<file path="config.mk">
export PLATFORM = sky130hd
export DESIGN_NAME = bgr_to_yuv_frame_writer_unit
export DESIGN_NICKNAME = d
export VERILOG_FILES = /design/src/bgryuv_pkg.sv /design/src/bgr_to_yuv_frame_writer_unit.sv
export SDC_FILE = /design/constraint.sdc
export NUM_CORES = 1
export LEC_CHECK = 0
export BUFFER_PORTS_ARGS = -buffer_cell sky130_fd_sc_hd__buf_4
export CAP_MARGIN = 15
export CORE_MARGIN = 8
export CORE_UTILIZATION = 65
export CTS_CLUSTER_SIZE = 12
export DETAILED_ROUTE_END_ITERATION = 10
export PLACE_DENSITY = 0.81
export SKIP_CTS_REPAIR_TIMING = 1
export SYNTH_ARGS = -nofsm -noshare
export SYNTH_HDL_FRONTEND = slang
export SYNTH_SLANG_ARGS = --single-unit
</file>
<file path="constraint.sdc">
create_clock -name clk -period 10.6 [get_ports clk]
set_input_delay 0.53 -clock clk [delete_from_list [all_inputs] [get_ports clk]]
set_output_delay 0.53 -clock clk [all_outputs]
set_load 0.01 [all_outputs]
</file>
<file path="src/bgryuv_pkg.sv">
// Shared types and fixed constants of the BGR to YUV frame writer.
// Depends on nothing; imported by the top level.
package bgryuv_pkg;

	localparam int ADDR_W       = 26;
	localparam int LUMA_IDX_W   = 24;
	localparam int CHROMA_IDX_W = 22;
	localparam int SIZE_REG_W   = 13;
	localparam int FMT_W        = 3;
	localparam int CFG_IDX_W    = 2;

	// Register indexes on the configuration port
	localparam logic [CFG_IDX_W-1:0] REG_PIXEL_FORMAT = 2'd0;
	localparam logic [CFG_IDX_W-1:0] REG_FRAME_WIDTH  = 2'd1;
	localparam logic [CFG_IDX_W-1:0] REG_FRAME_HEIGHT = 2'd2;

	// Output layout codes
	localparam logic [FMT_W-1:0] FMT_NV12 = 3'd0;
	localparam logic [FMT_W-1:0] FMT_NV21 = 3'd1;
	localparam logic [FMT_W-1:0] FMT_I420 = 3'd2;
	localparam logic [FMT_W-1:0] FMT_YV12 = 3'd3;
	localparam logic [FMT_W-1:0] FMT_YUYV = 3'd4;
	localparam logic [FMT_W-1:0] FMT_UYVY = 3'd5;
	localparam logic [FMT_W-1:0] FMT_P444 = 3'd6;

	// Reset values of the registers
	localparam logic [FMT_W-1:0]      RST_PIXEL_FORMAT = FMT_NV12;
	localparam logic [SIZE_REG_W-1:0] RST_FRAME_WIDTH  = 13'd640;
	localparam logic [SIZE_REG_W-1:0] RST_FRAME_HEIGHT = 13'd480;

	// Conversion coefficients in thousandths
	localparam int K_R_MILLI = 299;
	localparam int K_G_MILLI = 587;
	localparam int K_B_MILLI = 114;
	localparam int K_U_MILLI = 565;
	localparam int K_V_MILLI = 713;
	localparam int CHROMA_OFFSET = 128;

	typedef struct packed {
		logic [7:0] blue;
		logic [7:0] green;
		logic [7:0] red;
	} pixel_t;

	typedef struct packed {
		logic [ADDR_W-1:0] byte_address;
		logic [7:0]        data_byte;
		logic              last_of_pixel;
		logic              frame_done;
	} result_t;

endpackage

</file>
<file path="src/bgr_to_yuv_frame_writer_unit.sv">
// BGR to YUV frame writer: converts raster-order BGR pixels into byte writes
// for NV12, NV21, I420, YV12, YUYV, UYVY or planar 4:4:4. Uses bgryuv_pkg.

// Each accepted pixel runs ten sequencer steps through one shared signed
// multiplier (three luma products, the frame area, the chroma row base and
// the two chroma products), then issues its byte writes one per cycle unless
// the write side stalls: one write, or three when chroma is sampled at that
// pixel. pixel_ready is low from acceptance until the pixel's last write is
// loaded and high only between pixels, so a new pixel waits until the last one
// is through. The write channel has its own output register, so the final write
// of one pixel may wait while the next pixel is already being converted.
// Configuration writes are always taken; a write to one of the three registers
// restarts the frame at column 0, row 0. There is no clearing pass after reset.
module bgr_to_yuv_frame_writer_unit #(
	parameter int MAX_WIDTH       = 4096,
	parameter int MAX_HEIGHT      = 4096,
	parameter int COEFF_FRAC_BITS = 16
) (
	input  logic                                 clk,
	input  logic                                 arst_n,
	input  logic                                 pixel_valid,
	output logic                                 pixel_ready,
	input  bgryuv_pkg::pixel_t                   pixel,
	output logic                                 mem_valid,
	input  logic                                 mem_ready,
	output bgryuv_pkg::result_t                  mem,
	input  logic                                 cfg_valid,
	output logic                                 cfg_ready,
	input  logic [bgryuv_pkg::CFG_IDX_W-1:0]     cfg_index,
	input  logic [bgryuv_pkg::SIZE_REG_W-1:0]    cfg_data
);
	import bgryuv_pkg::*;

	localparam int W_W    = $clog2(MAX_WIDTH + 1);
	localparam int H_W    = $clog2(MAX_HEIGHT + 1);
	localparam int CX_W   = $clog2(MAX_WIDTH);
	localparam int RY_W   = $clog2(MAX_HEIGHT);
	localparam int W_MAX  = (MAX_WIDTH / 4) * 4;
	localparam int H_MAX  = (MAX_HEIGHT / 4) * 4;
	localparam int A_W    = ((W_W > 9) ? W_W : 9) + 1;
	localparam int B_W    = ((COEFF_FRAC_BITS + 1 > H_W) ? COEFF_FRAC_BITS + 1 : H_W) + 1;
	localparam int P_W    = A_W + B_W;
	localparam int AREA_W = W_W + H_W;
	localparam int CALC_W = (AREA_W + 2 > ADDR_W + 1) ? AREA_W + 2 : ADDR_W + 1;

	localparam longint K_R = ((longint'(K_R_MILLI) << COEFF_FRAC_BITS) + 500) / 1000;
	localparam longint K_G = ((longint'(K_G_MILLI) << COEFF_FRAC_BITS) + 500) / 1000;
	localparam longint K_B = ((longint'(K_B_MILLI) << COEFF_FRAC_BITS) + 500) / 1000;
	localparam longint K_U = ((longint'(K_U_MILLI) << COEFF_FRAC_BITS) + 500) / 1000;
	localparam longint K_V = ((longint'(K_V_MILLI) << COEFF_FRAC_BITS) + 500) / 1000;
	localparam logic signed [B_W-1:0] K_R_B = B_W'(K_R);
	localparam logic signed [B_W-1:0] K_G_B = B_W'(K_G);
	localparam logic signed [B_W-1:0] K_B_B = B_W'(K_B);
	localparam logic signed [B_W-1:0] K_U_B = B_W'(K_U);
	localparam logic signed [B_W-1:0] K_V_B = B_W'(K_V);
	localparam logic signed [P_W:0] C_OFFSET =
		(P_W + 1)'(longint'(CHROMA_OFFSET) << COEFF_FRAC_BITS);

	// Sequencer steps
	localparam logic [3:0] ST_KR    = 4'd0;
	localparam logic [3:0] ST_KG    = 4'd1;
	localparam logic [3:0] ST_KB    = 4'd2;
	localparam logic [3:0] ST_AREA  = 4'd3;
	localparam logic [3:0] ST_CROW  = 4'd4;
	localparam logic [3:0] ST_LUMA  = 4'd5;
	localparam logic [3:0] ST_KU    = 4'd6;
	localparam logic [3:0] ST_KV    = 4'd7;
	localparam logic [3:0] ST_U     = 4'd8;
	localparam logic [3:0] ST_V     = 4'd9;

	// Write slots of one pixel
	localparam logic [1:0] SLOT_Y  = 2'd0;
	localparam logic [1:0] SLOT_C1 = 2'd1;
	localparam logic [1:0] SLOT_C2 = 2'd2;

	typedef enum logic [2:0] {
		S_IDLE = 3'b001,
		S_CALC = 3'b010,
		S_EMIT = 3'b100
	} state_t;

	function automatic logic [13:0] eff_size(input logic [SIZE_REG_W-1:0] r,
			input logic [13:0] m);
		logic [13:0] v;
		v = {1'b0, r[SIZE_REG_W-1:2], 2'b00};
		if (v < 14'd4) begin
			v = 14'd4;
		end
		if (v > m) begin
			v = m;
		end
		eff_size = v;
	endfunction

	function automatic logic [7:0] clamp_byte(input logic signed [P_W:0] t);
		logic signed [P_W:0] q;
		q = t >>> COEFF_FRAC_BITS;
		if (t < 0) begin
			clamp_byte = 8'd0;
		end else if (q > 255) begin
			clamp_byte = 8'd255;
		end else begin
			clamp_byte = q[7:0];
		end
	endfunction

	state_t                    state_q;
	logic [3:0]                step_q;
	logic [1:0]                slot_q;
	logic [FMT_W-1:0]          fmt_q;
	logic [SIZE_REG_W-1:0]     width_q;
	logic [SIZE_REG_W-1:0]     height_q;
	logic [CX_W-1:0]           col_q;
	logic [RY_W-1:0]           row_q;
	logic [LUMA_IDX_W-1:0]     luma_q;
	logic [CHROMA_IDX_W-1:0]   chroma_q;
	pixel_t                    pix_q;
	logic signed [P_W-1:0]     prod_s1;
	logic signed [P_W:0]       acc_q;
	logic [7:0]                y_q;
	logic [7:0]                u_q;
	logic [7:0]                v_q;
	logic [AREA_W-1:0]         area_q;
	logic [AREA_W-1:0]         crow_q;
	logic                      mem_valid_q;
	result_t                   mem_q;

	logic [W_W-1:0]            w_eff;
	logic [H_W-1:0]            h_eff;
	logic signed [A_W-1:0]     mul_a;
	logic signed [B_W-1:0]     mul_b;
	logic signed [8:0]         diff_b;
	logic signed [8:0]         diff_r;
	logic                      take_chroma;
	logic                      last_col;
	logic                      last_row;
	logic                      last_slot;
	logic                      load;
	logic                      cfg_hit;
	logic [CALC_W-1:0]         addr_y;
	logic [CALC_W-1:0]         addr_c1;
	logic [CALC_W-1:0]         addr_c2;
	logic [CALC_W-1:0]         area_c;
	logic [CALC_W-1:0]         li_c;
	logic [CALC_W-1:0]         ci_c;
	logic [CALC_W-1:0]         nv_base;
	logic [7:0]                c1_byte;
	logic [7:0]                c2_byte;
	result_t                   next_res;

	assign w_eff = W_W'(eff_size(width_q, 14'(W_MAX)));
	assign h_eff = H_W'(eff_size(height_q, 14'(H_MAX)));

	assign pixel_ready = (state_q == S_IDLE);
	assign cfg_ready   = 1'b1;
	assign cfg_hit     = cfg_valid && (cfg_index inside {REG_PIXEL_FORMAT,
		REG_FRAME_WIDTH, REG_FRAME_HEIGHT});
	assign mem_valid   = mem_valid_q;
	assign mem         = mem_q;

	assign diff_b = $signed({1'b0, pix_q.blue}) - $signed({1'b0, y_q});
	assign diff_r = $signed({1'b0, pix_q.red}) - $signed({1'b0, y_q});

	// Operand select for the shared multiplier
	always_comb begin
		mul_a = '0;
		mul_b = '0;
		case (step_q)
			ST_KR: begin
				mul_a = A_W'(pix_q.red);
				mul_b = K_R_B;
			end
			ST_KG: begin
				mul_a = A_W'(pix_q.green);
				mul_b = K_G_B;
			end
			ST_KB: begin
				mul_a = A_W'(pix_q.blue);
				mul_b = K_B_B;
			end
			ST_AREA: begin
				mul_a = A_W'(w_eff);
				mul_b = B_W'(h_eff);
			end
			ST_CROW: begin
				mul_a = A_W'(w_eff);
				mul_b = B_W'(row_q[RY_W-1:1]);
			end
			ST_KU: begin
				mul_a = A_W'(diff_b);
				mul_b = K_U_B;
			end
			ST_KV: begin
				mul_a = A_W'(diff_r);
				mul_b = K_V_B;
			end
			default: begin
				mul_a = '0;
				mul_b = '0;
			end
		endcase
	end

	always_ff @(posedge clk) begin
		prod_s1 <= mul_a * mul_b;
	end

	assign last_col = ((W_W + 1)'(col_q) + 1'b1) >= (W_W + 1)'(w_eff);
	assign last_row = ((H_W + 1)'(row_q) + 1'b1) >= (H_W + 1)'(h_eff);

	always_comb begin
		case (fmt_q)
			FMT_NV12, FMT_NV21, FMT_I420, FMT_YV12: take_chroma = !col_q[0] && !row_q[0];
			FMT_YUYV, FMT_UYVY: take_chroma = !col_q[0];
			default: take_chroma = 1'b1;
		endcase
	end

	assign area_c  = CALC_W'(area_q);
	assign li_c    = CALC_W'(luma_q);
	assign ci_c    = CALC_W'(chroma_q);
	assign nv_base = area_c + CALC_W'(crow_q) + CALC_W'(col_q);

	always_comb begin
		c1_byte = u_q;
		c2_byte = v_q;
		case (fmt_q)
			FMT_NV12, FMT_NV21: begin
				addr_y  = li_c;
				addr_c1 = nv_base;
				addr_c2 = nv_base + 1'b1;
			end
			FMT_I420, FMT_YV12: begin
				addr_y  = li_c;
				addr_c1 = area_c + ci_c;
				addr_c2 = area_c + (area_c >> 2) + ci_c;
			end
			FMT_YUYV: begin
				addr_y  = li_c << 1;
				addr_c1 = (li_c << 1) + 2'd1;
				addr_c2 = (li_c << 1) + 2'd3;
			end
			FMT_UYVY: begin
				addr_y  = (li_c << 1) + 2'd1;
				addr_c1 = li_c << 1;
				addr_c2 = (li_c << 1) + 2'd2;
			end
			default: begin
				addr_y  = li_c;
				addr_c1 = area_c + li_c;
				addr_c2 = (area_c << 1) + li_c;
			end
		endcase
		// V first in these layouts
		if (fmt_q inside {FMT_NV21, FMT_YV12}) begin
			c1_byte = v_q;
			c2_byte = u_q;
		end
	end

	assign last_slot = (slot_q == SLOT_C2) || (slot_q == SLOT_Y && !take_chroma);
	assign load      = (state_q == S_EMIT) && (!mem_valid_q || mem_ready);

	always_comb begin
		case (slot_q)
			SLOT_C1: begin
				next_res.byte_address = addr_c1[ADDR_W-1:0];
				next_res.data_byte    = c1_byte;
			end
			SLOT_C2: begin
				next_res.byte_address = addr_c2[ADDR_W-1:0];
				next_res.data_byte    = c2_byte;
			end
			default: begin
				next_res.byte_address = addr_y[ADDR_W-1:0];
				next_res.data_byte    = y_q;
			end
		endcase
		next_res.last_of_pixel = last_slot;
		next_res.frame_done    = last_slot && last_col && last_row;
	end

	// Payload and datapath registers; each product lands one step after its operands
	always_ff @(posedge clk) begin
		if (pixel_valid && pixel_ready) begin
			pix_q <= pixel;
		end
		if (load) begin
			mem_q <= next_res;
		end
		if (state_q == S_CALC) begin
			case (step_q)
				ST_KG: acc_q <= (P_W + 1)'(prod_s1);
				ST_KB, ST_AREA: acc_q <= acc_q + (P_W + 1)'(prod_s1);
				ST_CROW: area_q <= prod_s1[AREA_W-1:0];
				ST_LUMA: begin
					y_q    <= clamp_byte(acc_q);
					crow_q <= prod_s1[AREA_W-1:0];
				end
				ST_KV: u_q <= clamp_byte((P_W + 1)'(prod_s1) + C_OFFSET);
				ST_U: v_q <= clamp_byte((P_W + 1)'(prod_s1) + C_OFFSET);
				default: acc_q <= acc_q;
			endcase
		end
	end

	// Sequencer, output valid and frame position
	always_ff @(posedge clk or negedge arst_n) begin
		if (!arst_n) begin
			state_q     <= S_IDLE;
			step_q      <= ST_KR;
			slot_q      <= SLOT_Y;
			mem_valid_q <= 1'b0;
			fmt_q       <= RST_PIXEL_FORMAT;
			width_q     <= RST_FRAME_WIDTH;
			height_q    <= RST_FRAME_HEIGHT;
			col_q       <= '0;
			row_q       <= '0;
			luma_q      <= '0;
			chroma_q    <= '0;
		end else begin
			if (load) begin
				mem_valid_q <= 1'b1;
			end else if (mem_ready) begin
				mem_valid_q <= 1'b0;
			end

			case (state_q)
				S_IDLE: begin
					if (pixel_valid) begin
						state_q <= S_CALC;
						step_q  <= ST_KR;
					end
				end
				S_CALC: begin
					if (step_q == ST_V) begin
						state_q <= S_EMIT;
						slot_q  <= SLOT_Y;
					end else begin
						step_q <= step_q + 1'b1;
					end
				end
				S_EMIT: begin
					if (load) begin
						if (last_slot) begin
							state_q <= S_IDLE;
						end else begin
							slot_q <= slot_q + 1'b1;
						end
					end
				end
				default: state_q <= S_IDLE;
			endcase

			if (cfg_hit) begin
				// Any register write restarts the frame
				case (cfg_index)
					REG_PIXEL_FORMAT: fmt_q <= cfg_data[FMT_W-1:0];
					REG_FRAME_WIDTH: width_q <= cfg_data;
					default: height_q <= cfg_data;
				endcase
				col_q    <= '0;
				row_q    <= '0;
				luma_q   <= '0;
				chroma_q <= '0;
			end else if (load && last_slot) begin
				if (last_col && last_row) begin
					col_q    <= '0;
					row_q    <= '0;
					luma_q   <= '0;
					chroma_q <= '0;
				end else begin
					if (take_chroma
							&& (fmt_q inside {FMT_NV12, FMT_NV21, FMT_I420, FMT_YV12})) begin
						chroma_q <= chroma_q + 1'b1;
					end
					luma_q <= luma_q + 1'b1;
					if (last_col) begin
						col_q <= '0;
						row_q <= row_q + 1'b1;
					end else begin
						col_q <= col_q + 1'b1;
					end
				end
			end
		end
	end

`ifndef SYNTHESIS
	a_done_is_last: assert property (@(posedge clk) disable iff (!arst_n)
		mem_valid_q && mem_q.frame_done |-> mem_q.last_of_pixel)
		else $error("frame_done without last_of_pixel");

	a_cfg_restart: assert property (@(posedge clk) disable iff (!arst_n)
		cfg_hit |=> col_q == '0 && row_q == '0 && luma_q == '0 && chroma_q == '0)
		else $error("register write did not restart the frame");

	a_col_in_range: assert property (@(posedge clk) disable iff (!arst_n)
		(W_W + 1)'(col_q) < (W_W + 1)'(w_eff) && (H_W + 1)'(row_q) < (H_W + 1)'(h_eff))
		else $error("frame position outside the frame");

	a_start_calc: assert property (@(posedge clk) disable iff (!arst_n)
		pixel_valid && pixel_ready |=> state_q == S_CALC && step_q == ST_KR)
		else $error("accepted pixel did not start the sequencer");

	a_emit_slot: assert property (@(posedge clk) disable iff (!arst_n)
		state_q == S_EMIT |-> slot_q == SLOT_Y || slot_q == SLOT_C1 || slot_q == SLOT_C2)
		else $error("write slot out of range");
`endif

endmodule
</file>
==> metrics.txt <==
Core Footprint 47,550 um2; FF+latch count, synth 305; critical path class flop to flop; routed length per instance 23.93 um; detail-routed via count per cell 6.649; DRC violations left 0; R2R Path End prod_s1[28]$_DFF_P_; reg2reg start y_q[0]$_SDFFCE_PP0P_; total negative slack 0 ns; Worst Reg-to-Reg Cells 32; full die area 55,280 um2; clock-pin slew on the worst setup and hold paths 0.06 ns; status completed; post-synthesis sequential area ratio 26.70%; largest net degree at the start of global routing 66; CTS Sinks 305; Post-DRT Antenna Nets 0; hold endpoint pix_q[20]$_DFFE_PP_; Max stage delay on crit path 0.85 ns; routing usage on met2 58.88%; top_reg_cell synth edfxtp_1; top-count cell post-synth nand2_1; post-synth top area share 16.26%; met1 usage 42.50%; final hold viol count 0; r2r setup slk 0.96 ns; initial antenna violation count 0; Final min period 9.638 ns; num rows 80; max-cap viol count 0; top post-synthesis cells by area edfxtp_1, fa_1, ha_1; root buf cell clkbuf_16; TritonRoute pass-1 iters 6; RD Place Congestion 1.041; # IOs 83; Hold Path Origin pixel[20]; All-Layer GR Usage 35.42%; Die Height 235.1 um; Most Frequent Cell on Critical Path fa_1; critical path's slowest cell a21oi_1; Starting DRT DRC Count 2,920; syn_area_per_cell 9.015 um2; first-pass GRT wire length 155.5 mm; die width 235.1 um; htree depth 2; detailed placement HPWL 76.83 mm; multi-input logic area 21,380 um2; Worst Path Required 11.09 ns; # fillers 3,625; ys async rst share 34.43%; Seq. cell area 8334 um2; Worst-Margin Slew 1.167 ns; vias 27,610; Startpoint Class flop; Post-Syn Area 31,210 um2; Hold Path Depth 1; max frequency 103.8 MHz; global route total overflow 0; Crit. End Element flop; WP data arrival 10.13 ns; Clock Tree Buf Depth 3; routed wire length 99.37 mm; Synth warnings 0; hold crit path type input port to flop; clk_skew 0.02470 ns; share of layout cells above drive strength 1 8.284%; port bufs 81; fin crit share 90.92%; RSZ-0062 raised after global routing no; CTS tree yes; Slew Limit Headroom 21.47%; final max-slew violation count 0; busiest grt layer met2; Yosys cell types 100; Area Growth Syn to Fin 8.519%; CP max FO 12; Synth area leader edfxtp_1; NumNets Final 4,064; Post-Syn Instances 3,462; GR Util met3 5.934%; Worst-Skew Late Latency 0.58 ns; vias in the first global route 28,040; Initial Util 65.64%; most common library cells after synthesis nand2_1, nor2_1, ha_1; Post-synth EDFFs 169; # setup viols final 0; total CTS buffers 38
-- sequential cells by signal, indices dropped and copies added, names as in the netlist, 12 cells and up --
name and count:
chroma_q 22, crow_q 26, col_q 12, prod_s1 31, row_q 12, pix_q 24
area_q 26, acc_q 33, luma_q 24, mem 36
-- placed cells by master, fill, tap and decap left out, types with 17 or more instances in the layout --
master,count
ha_1,305
mux2i_1,17
edfxtp_1,169
clkbuf_16,40
a21o_1,73
nand2b_1,35
and2_1,41
and3_1,40
mux2_2,24
xnor2_1,133
o211ai_1,18
dfxtp_1,31
a211oi_1,49
nor3_1,53
a22oi_1,21
o21ai_0,143
a31oi_1,45
dfrtp_1,96
nand2_1,428
or3_1,21
o21bai_1,21
o21a_1,39
a21oi_1,219
nand4_1,32
buf_4,129
nand3_1,80
nor2_1,308
fa_1,207
xor2_1,82
inv_1,273
nor2b_1,31
-- cell families (layout without fill, tap and decap cells) --
logic type	count (synthesis)	after routing	synth area share, %
buffers and inverters	407	479	4.959
flip-flops	305	305	26.70
XOR/XNOR	216	216	6.086
other	2	6	0.02406
AO/OA/AOI/OAI	808	808	17.23
multiplexers	53	53	2.277
adder cells (fa/ha/maj)	513	513	25.55
AND/OR/NAND/NOR	1158	1158	17.18
-- through the flow --
step	util [%]	setup slack (ns)	cell area [um2]	std cells	hold WS, ns
6_report	71.23	0.9621	33870	4153	0.1312
3_5_place_dp	68.35	1.175	32500	4079	0.5088
3_3_place_gp	68.33	1.487	32490	4078	0.4945
2_1_floorplan	-	2.474	31220	3465	0.2344
4_1_cts	71.13	1.109	33820	4149	-0.04027
5_1_grt	71.23	0.4030	33870	4152	0.1168
-- critical path: cells and delay by family (launching register included) --
kind | cells | cell delay, ns
AOI/OAI and AO/OA | 12 | 3.41
xor gates and xnor gates | 1 | 0.16
adders and majority gates | 9 | 4.18
buffers and inverters | 4 | 0.59
DFF | 1 | 0.42
and+or+nand+nor | 6 | 0.79
-- metal layers --
layer  share of wire (%)  vias up
li1                    -    12330
met1                  37    13380
met2                  47     1492
met3                 8.8      409
met4                 7.3        0
met5                   0        -
-- layout make-up --
cell class                      instances  area share, %
Antenna cell                            1       0.007389
Clock buffer                           50          3.125
Clock inverter                         20         0.7795
Inverter                              277          3.070
Multi-Input combinational cell       2753          63.13
Sequential cell                       305          24.61
Tap cell                              615          2.272
Timing Repair Buffer                  132          3.004
-- how the worst max path moves through the flow --
stage	start	end	slack [ns]	cells past startpoint
2_1_floorplan	pix_q[16]$_DFFE_PP_	prod_s1[28]$_DFF_P_	2.47	34
3_3_place_gp	y_q[0]$_SDFFCE_PP0P_	prod_s1[28]$_DFF_P_	1.49	32
3_5_place_dp	y_q[0]$_SDFFCE_PP0P_	prod_s1[28]$_DFF_P_	1.18	32
4_1_cts	y_q[0]$_SDFFCE_PP0P_	prod_s1[28]$_DFF_P_	1.11	32
5_1_grt	y_q[0]$_SDFFCE_PP0P_	prod_s1[28]$_DFF_P_	0.40	32
6_report	y_q[0]$_SDFFCE_PP0P_	prod_s1[28]$_DFF_P_	0.96	32
Power is not shown: default switching activity piles up to over one toggle a cycle in this logic, so the estimate is an artifact.
